--- config.mk ---
export PLATFORM = sky130hd
export DESIGN_NAME = line_command_word_matcher_top
export DESIGN_NICKNAME = d
export VERILOG_FILES = /design/src/design/lcwm_pkg.sv /design/src/design/line_command_word_matcher_top.sv /design/src/design/lcwm_front.sv /design/src/design/lcwm_queue.sv /design/src/design/lcwm_back.sv
export SDC_FILE = /design/constraint.sdc
export NUM_CORES = 1
export LEC_CHECK = 0
export BUFFER_PORTS_ARGS = -buffer_cell sky130_fd_sc_hd__buf_2
export CAP_MARGIN = 20
export CORE_AREA = 4 4 341 343
export DETAILED_ROUTE_END_ITERATION = 8
export DIE_AREA = 0 0 345 347
export HOLD_SLACK_MARGIN = 0.03
export SLEW_MARGIN = 10
export SYNTH_ARGS = -nofsm -noshare
export SYNTH_HDL_FRONTEND = slang
export SYNTH_SLANG_ARGS = --single-unit
--- constraint.sdc ---
create_clock -name aclk -period 6.07 [get_ports aclk]
set_input_delay 0.9105 -clock aclk [delete_from_list [all_inputs] [get_ports aclk]]
set_output_delay 0.9105 -clock aclk [all_outputs]
set_load 0.005 [all_outputs]
--- src/design/lcwm_pkg.sv ---
// ----------------------------------------------------------------------------
// lcwm_pkg: shared types and constants of the command line word matcher
// Holds register indexes, result event codes, the word tracking phases and
// the item type that travels from the front end to the back end.
// ----------------------------------------------------------------------------
package lcwm_pkg;

    localparam int LINE_BUFFER_LEN_DEF = 32;
    localparam int NAME_LEN_DEF        = 8;

    localparam int NAME_BYTES_MAX = 8;
    localparam int NAME_W         = NAME_BYTES_MAX * 8;
    localparam int NUM_NAMES      = 6;
    localparam int QUEUE_DEPTH    = 2;

    localparam logic [7:0] TERMINATOR_RST = 8'h0A;
    localparam logic [7:0] SPACE_CHAR     = 8'h20;
    localparam logic [7:0] PRINT_LOW      = 8'h20;
    localparam logic [7:0] PRINT_HIGH     = 8'h7E;

    localparam int CFG_INDEX_W = 3;
    localparam int CFG_DATA_W  = NAME_W;

    localparam logic [CFG_INDEX_W-1:0] REG_TERMINATOR = 3'd0;
    localparam logic [CFG_INDEX_W-1:0] REG_CMD_COUNT  = 3'd1;
    localparam logic [CFG_INDEX_W-1:0] REG_NAME_0     = 3'd2;

    typedef enum logic [1:0] {
        EV_NONE    = 2'd0,
        EV_EMPTY   = 2'd1,
        EV_MATCH   = 2'd2,
        EV_NOMATCH = 2'd3
    } line_event_t;

    typedef enum logic [1:0] {
        PH_BEFORE = 2'd0,
        PH_INSIDE = 2'd1,
        PH_AFTER  = 2'd2
    } word_phase_t;

    typedef logic [NUM_NAMES-1:0][NAME_W-1:0] name_array_t;

    // One classified byte as seen by the back end.
    typedef struct packed {
        logic              line_end;
        logic              has_word;
        logic [NAME_W-1:0] word;
        logic              dropped;
    } front_item_t;

endpackage

--- src/design/line_command_word_matcher_top.sv ---
// ----------------------------------------------------------------------------
// line_command_word_matcher_top: serial command line word matcher
// Takes received bytes, tracks the first word of each line and reports at
// the line end whether that word names one of the configured commands.
// ----------------------------------------------------------------------------
// Every accepted byte gives exactly one result item. Bytes are taken one per
// clock cycle when the result side keeps up. A result passes through the
// queue entry and then the result register before it is presented on the
// result port, where it is held until taken. The front end updates the
// line state for each byte, a two-entry queue follows it, and the back end
// compares the word against all six names in parallel before the result
// register. The front end keeps taking bytes while a result waits at the
// output, until the queue is full. A result item carries
// an event code (no line end, empty line, matched command, unmatched word),
// the lowest matching name index, and a flag for a printable byte that was
// lost because the line already held LINE_BUFFER_LEN bytes. Words are
// compared on their first NAME_LEN characters; a zero byte in a name ends the
// compare. Configuration is written through cfg_wr_en, cfg_index and
// cfg_wdata while no item is in flight: index 0 is the terminator byte,
// index 1 the number of names in use (values above six act as six), and
// indexes 2 to 7 the names, first character in the lowest byte.
// ----------------------------------------------------------------------------
module line_command_word_matcher_top
    import lcwm_pkg::*;
#(
    parameter int LINE_BUFFER_LEN = LINE_BUFFER_LEN_DEF,
    parameter int NAME_LEN        = NAME_LEN_DEF
) (
    input  logic                   aclk,
    input  logic                   aresetn,
    input  logic                   cfg_wr_en,
    input  logic [CFG_INDEX_W-1:0] cfg_index,
    input  logic [CFG_DATA_W-1:0]  cfg_wdata,
    input  logic                   s_valid,
    output logic                   s_ready,
    input  logic [7:0]             s_rx_byte,
    output logic                   m_valid,
    input  logic                   m_ready,
    output logic [1:0]             m_line_event,
    output logic [2:0]             m_match_index,
    output logic                   m_byte_dropped
);

    // Configuration registers. The names live in one packed array so that
    // the back end sees every name at a fixed place.
    logic [7:0]  terminator_reg;
    logic [2:0]  cmd_count_reg;
    name_array_t names_reg;

    always_ff @(posedge aclk) begin
        if (!aresetn) begin
            terminator_reg <= TERMINATOR_RST;
            cmd_count_reg  <= '0;
            names_reg      <= '0;
        end else if (cfg_wr_en) begin
            if (cfg_index == REG_TERMINATOR) begin
                terminator_reg <= cfg_wdata[7:0];
            end
            if (cfg_index == REG_CMD_COUNT) begin
                cmd_count_reg <= cfg_wdata[2:0];
            end
            for (int i = 0; i < NUM_NAMES; i++) begin
                if (cfg_index == REG_NAME_0 + CFG_INDEX_W'(i)) begin
                    names_reg[i] <= cfg_wdata;
                end
            end
        end
    end

    // Front end to queue.
    logic        fq_valid;
    logic        fq_ready;
    front_item_t fq_item;

    // Queue to back end.
    logic        qb_valid;
    logic        qb_ready;
    front_item_t qb_item;

    lcwm_front #(
        .LINE_BUFFER_LEN (LINE_BUFFER_LEN),
        .NAME_LEN        (NAME_LEN)
    ) u_front (
        .aclk       (aclk),
        .aresetn    (aresetn),
        .terminator (terminator_reg),
        .in_valid   (s_valid),
        .in_ready   (s_ready),
        .in_byte    (s_rx_byte),
        .item_valid (fq_valid),
        .item_ready (fq_ready),
        .item       (fq_item)
    );

    lcwm_queue u_queue (
        .aclk       (aclk),
        .aresetn    (aresetn),
        .push_valid (fq_valid),
        .push_ready (fq_ready),
        .push_item  (fq_item),
        .pop_valid  (qb_valid),
        .pop_ready  (qb_ready),
        .pop_item   (qb_item)
    );

    lcwm_back #(
        .NAME_LEN (NAME_LEN)
    ) u_back (
        .aclk           (aclk),
        .aresetn        (aresetn),
        .cmd_count      (cmd_count_reg),
        .names          (names_reg),
        .item_valid     (qb_valid),
        .item_ready     (qb_ready),
        .item           (qb_item),
        .m_valid        (m_valid),
        .m_ready        (m_ready),
        .m_line_event   (m_line_event),
        .m_match_index  (m_match_index),
        .m_byte_dropped (m_byte_dropped)
    );

    // Every accepted byte must enter the queue in the same cycle.
    assert property (@(posedge aclk) disable iff (!aresetn)
        (s_valid && s_ready) |-> (fq_valid && fq_ready))
        else $error("accepted byte did not enter the queue");

    // A terminator byte produces a line end item and never a drop flag.
    assert property (@(posedge aclk) disable iff (!aresetn)
        (s_valid && s_ready && (s_rx_byte == terminator_reg))
            |-> (fq_item.line_end && !fq_item.dropped))
        else $error("terminator byte was not classified as a line end");

    // A dropped byte is never reported together with a line end.
    assert property (@(posedge aclk) disable iff (!aresetn)
        (m_valid && m_byte_dropped) |-> (m_line_event == EV_NONE))
        else $error("drop flag reported with a line end");

    // The index is only set for a match, and then names an existing command.
    assert property (@(posedge aclk) disable iff (!aresetn)
        m_valid |-> ((m_line_event == EV_MATCH) ? (m_match_index < 3'(NUM_NAMES))
                                                 : (m_match_index == '0)))
        else $error("match index inconsistent with the line event");

endmodule

--- src/design/lcwm_front.sv ---
// ----------------------------------------------------------------------------
// lcwm_front: byte classifier and line state
// Sorts each byte into terminator, printable or ignored, keeps the line fill
// count and the first word, and hands one classified item per byte onward.
// ----------------------------------------------------------------------------
module lcwm_front
    import lcwm_pkg::*;
#(
    parameter int LINE_BUFFER_LEN = LINE_BUFFER_LEN_DEF,
    parameter int NAME_LEN        = NAME_LEN_DEF
) (
    input  logic        aclk,
    input  logic        aresetn,
    input  logic [7:0]  terminator,
    input  logic        in_valid,
    output logic        in_ready,
    input  logic [7:0]  in_byte,
    output logic        item_valid,
    input  logic        item_ready,
    output front_item_t item
);

    localparam int CW = $clog2(LINE_BUFFER_LEN + 1);
    localparam int LW = $clog2(NAME_LEN + 1);

    word_phase_t        phase_reg, phase_next;
    logic [CW-1:0]      count_reg, count_next;
    logic [LW-1:0]      len_reg, len_next;
    logic [NAME_W-1:0]  word_reg, word_next;

    logic accept;
    logic is_term;
    logic is_print;
    logic is_space;
    logic has_room;

    assign in_ready   = item_ready;
    assign accept     = in_valid && item_ready;
    assign item_valid = accept;

    assign is_term  = (in_byte == terminator);
    assign is_print = (in_byte >= PRINT_LOW) && (in_byte <= PRINT_HIGH);
    assign is_space = (in_byte == SPACE_CHAR);
    assign has_room = (count_reg < CW'(LINE_BUFFER_LEN));

    // Word phase: skip leading spaces, enter the word, close it at a space.
    always_comb begin
        phase_next = phase_reg;
        if (accept) begin
            if (is_term) begin
                phase_next = PH_BEFORE;
            end else if (is_print && has_room) begin
                case (phase_reg)
                    PH_BEFORE: phase_next = is_space ? PH_BEFORE : PH_INSIDE;
                    PH_INSIDE: phase_next = is_space ? PH_AFTER : PH_INSIDE;
                    PH_AFTER:  phase_next = PH_AFTER;
                    default:   phase_next = PH_BEFORE;
                endcase
            end
        end
    end

    // Line fill count, kept word characters and the item handed onward.
    always_comb begin
        count_next    = count_reg;
        len_next      = len_reg;
        word_next     = word_reg;
        item.line_end = 1'b0;
        item.has_word = (phase_reg != PH_BEFORE);
        item.word     = word_reg;
        item.dropped  = 1'b0;
        if (accept) begin
            if (is_term) begin
                item.line_end = 1'b1;
                count_next    = '0;
                len_next      = '0;
                word_next     = '0;
            end else if (is_print) begin
                if (has_room) begin
                    count_next = count_reg + CW'(1);
                    if (!is_space && (phase_reg != PH_AFTER)
                            && (len_reg < LW'(NAME_LEN))) begin
                        for (int k = 0; k < NAME_BYTES_MAX; k++) begin
                            if (k == int'(len_reg)) begin
                                word_next[8*k +: 8] = in_byte;
                            end
                        end
                        len_next = len_reg + LW'(1);
                    end
                end else begin
                    item.dropped = 1'b1;
                end
            end
        end
    end

    always_ff @(posedge aclk) begin
        if (!aresetn) begin
            phase_reg <= PH_BEFORE;
            count_reg <= '0;
            len_reg   <= '0;
            word_reg  <= '0;
        end else begin
            phase_reg <= phase_next;
            count_reg <= count_next;
            len_reg   <= len_next;
            word_reg  <= word_next;
        end
    end

endmodule

--- src/design/lcwm_queue.sv ---
// ----------------------------------------------------------------------------
// lcwm_queue: short item queue between front end and back end
// A small circular buffer that lets either side stall without the other.
// ----------------------------------------------------------------------------
module lcwm_queue
    import lcwm_pkg::*;
(
    input  logic        aclk,
    input  logic        aresetn,
    input  logic        push_valid,
    output logic        push_ready,
    input  front_item_t push_item,
    output logic        pop_valid,
    input  logic        pop_ready,
    output front_item_t pop_item
);

    localparam int PW = (QUEUE_DEPTH > 1) ? $clog2(QUEUE_DEPTH) : 1;
    localparam int NW = $clog2(QUEUE_DEPTH + 1);

    front_item_t     entry_reg [QUEUE_DEPTH];
    logic [PW-1:0]   wr_ptr_reg, wr_ptr_next;
    logic [PW-1:0]   rd_ptr_reg, rd_ptr_next;
    logic [NW-1:0]   fill_reg, fill_next;
    logic            push;
    logic            pop;

    assign push_ready = (fill_reg != NW'(QUEUE_DEPTH));
    assign pop_valid  = (fill_reg != '0);
    assign pop_item   = entry_reg[rd_ptr_reg];
    assign push       = push_valid && push_ready;
    assign pop        = pop_valid && pop_ready;

    always_comb begin
        wr_ptr_next = wr_ptr_reg;
        rd_ptr_next = rd_ptr_reg;
        fill_next   = fill_reg;
        if (push) begin
            wr_ptr_next = (wr_ptr_reg == PW'(QUEUE_DEPTH - 1)) ? '0 : wr_ptr_reg + PW'(1);
        end
        if (pop) begin
            rd_ptr_next = (rd_ptr_reg == PW'(QUEUE_DEPTH - 1)) ? '0 : rd_ptr_reg + PW'(1);
        end
        if (push && !pop) begin
            fill_next = fill_reg + NW'(1);
        end else if (pop && !push) begin
            fill_next = fill_reg - NW'(1);
        end
    end

    always_ff @(posedge aclk) begin
        if (push) begin
            entry_reg[wr_ptr_reg] <= push_item;
        end
    end

    always_ff @(posedge aclk) begin
        if (!aresetn) begin
            wr_ptr_reg <= '0;
            rd_ptr_reg <= '0;
            fill_reg   <= '0;
        end else begin
            wr_ptr_reg <= wr_ptr_next;
            rd_ptr_reg <= rd_ptr_next;
            fill_reg   <= fill_next;
        end
    end

endmodule

--- src/design/lcwm_back.sv ---
// ----------------------------------------------------------------------------
// lcwm_back: name compare and result register
// Compares the word of a finished line with the active names, picks the
// lowest matching index and holds the result until it is taken.
// ----------------------------------------------------------------------------
module lcwm_back
    import lcwm_pkg::*;
#(
    parameter int NAME_LEN = NAME_LEN_DEF
) (
    input  logic        aclk,
    input  logic        aresetn,
    input  logic [2:0]  cmd_count,
    input  name_array_t names,
    input  logic        item_valid,
    output logic        item_ready,
    input  front_item_t item,
    output logic        m_valid,
    input  logic        m_ready,
    output logic [1:0]  m_line_event,
    output logic [2:0]  m_match_index,
    output logic        m_byte_dropped
);

    // Compare like strncmp: stop at the first difference or a shared zero.
    function automatic logic name_match(input logic [NAME_W-1:0] word,
                                        input logic [NAME_W-1:0] name);
        logic same;
        logic done;
        same = 1'b1;
        done = 1'b0;
        for (int k = 0; k < NAME_BYTES_MAX; k++) begin
            if (!done && (k < NAME_LEN)) begin
                if (word[8*k +: 8] != name[8*k +: 8]) begin
                    same = 1'b0;
                    done = 1'b1;
                end else if (word[8*k +: 8] == 8'h00) begin
                    done = 1'b1;
                end
            end
        end
        return same;
    endfunction

    logic                 valid_reg;
    line_event_t          event_reg, event_next;
    logic [2:0]           index_reg, index_next;
    logic                 dropped_reg;
    logic [NUM_NAMES-1:0] hit;
    logic                 any_hit;
    logic [2:0]           hit_index;
    logic                 pop;

    assign item_ready = !valid_reg || m_ready;
    assign pop        = item_valid && item_ready;

    always_comb begin
        for (int i = 0; i < NUM_NAMES; i++) begin
            hit[i] = (3'(i) < cmd_count) && name_match(item.word, names[i]);
        end
    end

    always_comb begin
        any_hit   = 1'b0;
        hit_index = '0;
        for (int i = NUM_NAMES - 1; i >= 0; i--) begin
            if (hit[i]) begin
                any_hit   = 1'b1;
                hit_index = 3'(i);
            end
        end
    end

    always_comb begin
        event_next = EV_NONE;
        index_next = '0;
        if (item.line_end) begin
            if (!item.has_word) begin
                event_next = EV_EMPTY;
            end else if (any_hit) begin
                event_next = EV_MATCH;
                index_next = hit_index;
            end else begin
                event_next = EV_NOMATCH;
            end
        end
    end

    always_ff @(posedge aclk) begin
        if (!aresetn) begin
            valid_reg <= 1'b0;
        end else if (item_ready) begin
            valid_reg <= item_valid;
        end
    end

    always_ff @(posedge aclk) begin
        if (pop) begin
            event_reg   <= event_next;
            index_reg   <= index_next;
            dropped_reg <= item.dropped;
        end
    end

    assign m_valid        = valid_reg;
    assign m_line_event   = event_reg;
    assign m_match_index  = index_reg;
    assign m_byte_dropped = dropped_reg;

endmodule

==> metrics <==
status=finished clean; die area=120,000 um2; area of the multi-input gates=13,800 um2; register area=13,800 um2; hold depth=0; worst vdd ir=209 uV; count of flip-flops with a built-in enable after synthesis=140; crit-path max cell delay=0.90 ns; type of element launching the critical path=register; total of max-cap violations=0; layout cell share with drive strength beyond 1=0.0990; Setup TNS=0 ns; final wirelength=84,700 um; worst setup path end=u_back.m_match_index[0]; syn_nets=3,053; Detail Route Antenna Nets=0; fin worst setup slack=1.27 ns; dpl ws=1.21 ns; via/cell ratio=4.57; Overflow after GRT=0; Root Buffer Master=clkbuf_16; final instance area=32,500 um2; Critical Path AT=5.18 ns; CP cell instances=buf_12 -> mux2i_2 -> xnor2_1 -> nor4_1 -> nand2_1 -> or3_1 -> nor4_1 -> o41ai_1 -> nand2_1 -> o21ba_1; asr flop ratio synth=0; Slew HR=0.136; Reg clk slew, reported paths=0.06 ns; placed cells=4,434; DR WL/cell=18.6 um; slowest CP cell=dfxtp_4; hold_buf cts=0; crit path max fanout=43; Netlist cell types=57; synthesized instance count=2,967; fmax=208 MHz; number of stages on the worst setup path=10; CTS tree=done; Core Box Area=114,000 um2; Synth warnings=0; # rows=124; final critical-path required period=4.80 ns; PD cells=352 nW/um2; largest net degree at the start of global routing=263; R2R Path End=u_back.m_match_index[0]; Area after DPL=30,100 um2; critical path type=reg -> reg; Fill cells=11,873; clock tree buffer depth=3; worst slew pin tran=1.30 ns; Syn-to-layout area delta=15.5%; most common flop cell mapped by yosys=dfxtp_1; Starting DRT DRC Count=1,534; initial antenna violation count=15; Buffers on Ports=87; Final Slew Violations=0; Clk Latency, worst-skew pair=0.62 ns; CTS resizes=0; final hold violations=0; Setup crit end kind=register; Avg Cell Area, Syn=9.49 um2; GRT Total Usage=0.137; Vias=20,844; RSZ-0062 raised after global routing=false; post-synthesis register bit count=617; Final nets=3,080; first-pass GRT wire length=128,000 um; Critical Path RT=6.45 ns; total CTS buffers=69; worst r2r path cells=10; Hold WC Path Type=reg -> reg; dpl hpwl=55,300 um; H-tree levels=3; I/O pins=88; max FFs per register=384; leakage power=0.0103 uW; die width=345 um; Initial Utilization=0.248; die height=347 um; R2R setup slack=1.27 ns; clk sinks=617; cell area after synthesis=28,200 um2; drt pass-1 iters=5; Residual DRC=0; cell family with most CP delay=simple AND/OR/NAND/NOR gates; Worst Path Buf+Inv=1; fin crit share=0.791; final RePlAce weighted congestion=0.845; Post CTS Setup Buffer Count=0; vias in the first global route=20,254; sequential area share after synthesis=0.488; # setup viols final=0; non-filler cells, final=4,562; Setup Skew=0.0358 ns
-- how the worst min path moves through the flow --
| stage | to | slack, ns | start |
|---|---|---|---|
| 2_1_floorplan | u_queue.entry_reg[0][16] | 0.42 | u_front.word_reg[15] |
| 3_3_place_gp | u_queue.entry_reg[0][32] | 0.43 | u_front.word_reg[31] |
| 3_5_place_dp | u_queue.entry_reg[0][64] | 0.43 | u_front.word_reg[63] |
| 4_1_cts | u_queue.entry_reg[1][23] | 0.45 | u_front.word_reg[22] |
| 5_1_grt | u_queue.entry_reg[0][64] | 0.46 | u_front.word_reg[63] |
| 6_report | u_queue.entry_reg[0][12] | 0.45 | u_front.word_reg[11] |
-- layout make-up --
class | instances | area share
repair buffers | 112 | 0.0205
well taps | 1512 | 0.0582
clock inverters | 34 | 0.0120
inverters | 7 | 0.000808
multi-input cells | 2187 | 0.425
clock buffers | 92 | 0.0606
flip-flops and latches | 617 | 0.423
diodes | 1 | 0.0000769
-- stage by stage --
step	util	total power, uW	hold slack, ns
after CTS	0.286	11500	0.448
after detailed placement	0.265	7170	0.432
after global routing	0.286	11900	0.463
final	0.286	11400	0.447
after floorplan	-	6530	0.417
after global placement	0.265	7170	0.426
-- routing by layer --
metal / up-vias / global-route usage / part of all wire
li1: 10065 / - / -
met1: 10096 / 0.182 / 0.45
met2: 546 / 0.228 / 0.47
met3: 127 / 0.0244 / 0.057
met4: 10 / 0.0370 / 0.021
met5: - / 0 / 0.00059
-- placed cells by master (no fill, tap or decap), types with 11 or more instances in the layout --
cell,n
buf_2,87
clkbuf_1,14
xnor2_1,304
and2_1,62
nor4_1,94
dfxtp_1,476
mux2i_2,21
nand4_1,26
a21boi_0,394
clkinv_2,11
edfxtp_1,140
mux2i_4,39
nand3_1,66
nor3_1,16
nand2_1,845
xor2_1,96
clkbuf_16,75
buf_4,21
o21ai_0,62
and3_1,11
nor2_1,27
a21oi_1,24
-- cells in the mapped netlist, drive strengths merged, types with 2 or more instances --
cell,number,share of area
nand2,846,0.11
dfxtp,477,0.34
a21boi,395,0.11
xnor2,304,0.095
clkbuf,143,0.019
edfxtp,140,0.15
xor2,96,0.030
nor4,94,0.021
nand3,70,0.012
mux2i,69,0.045
and2,63,0.014
o21ai,63,0.011
nor2,33,0.0044
nand4,26,0.0058
a21oi,24,0.0043
nor3,17,0.0030
buf,13,0.0046
and3,12,0.0027
nor2b,10,0.0022
inv,7,0.00093
ha,6,0.0027
nand2b,6,0.0013
a31oi,5,0.0011
or4,5,0.0013
a2111oi,4,0.0019
nor3b,4,0.0011
o31ai,4,0.0011
or2,4,0.00089
o211ai,3,0.00080
or3,3,0.00067
a21o,2,0.00053
a221oi,2,0.00062
a41oi,2,0.00062
o31a,2,0.00062
o41ai,2,0.00062
-- where the power goes --
part / switching (uW) / internal (uW)
combinational: 1350 / 1010
clock: 1750 / 2600
sequential: 257 / 4480
total: 3350 / 8090
-- kinds of logic after synthesis --
family | synth area share
AO/OA/AOI/OAI | 0.131
XOR/XNOR | 0.124
adder cells (fa/ha/maj) | 0.00267
buffers and inverters | 0.0246
flip-flops | 0.488
multiplexers | 0.0450
AND/OR/NAND/NOR | 0.184
(Power assumes the default switching activity.)
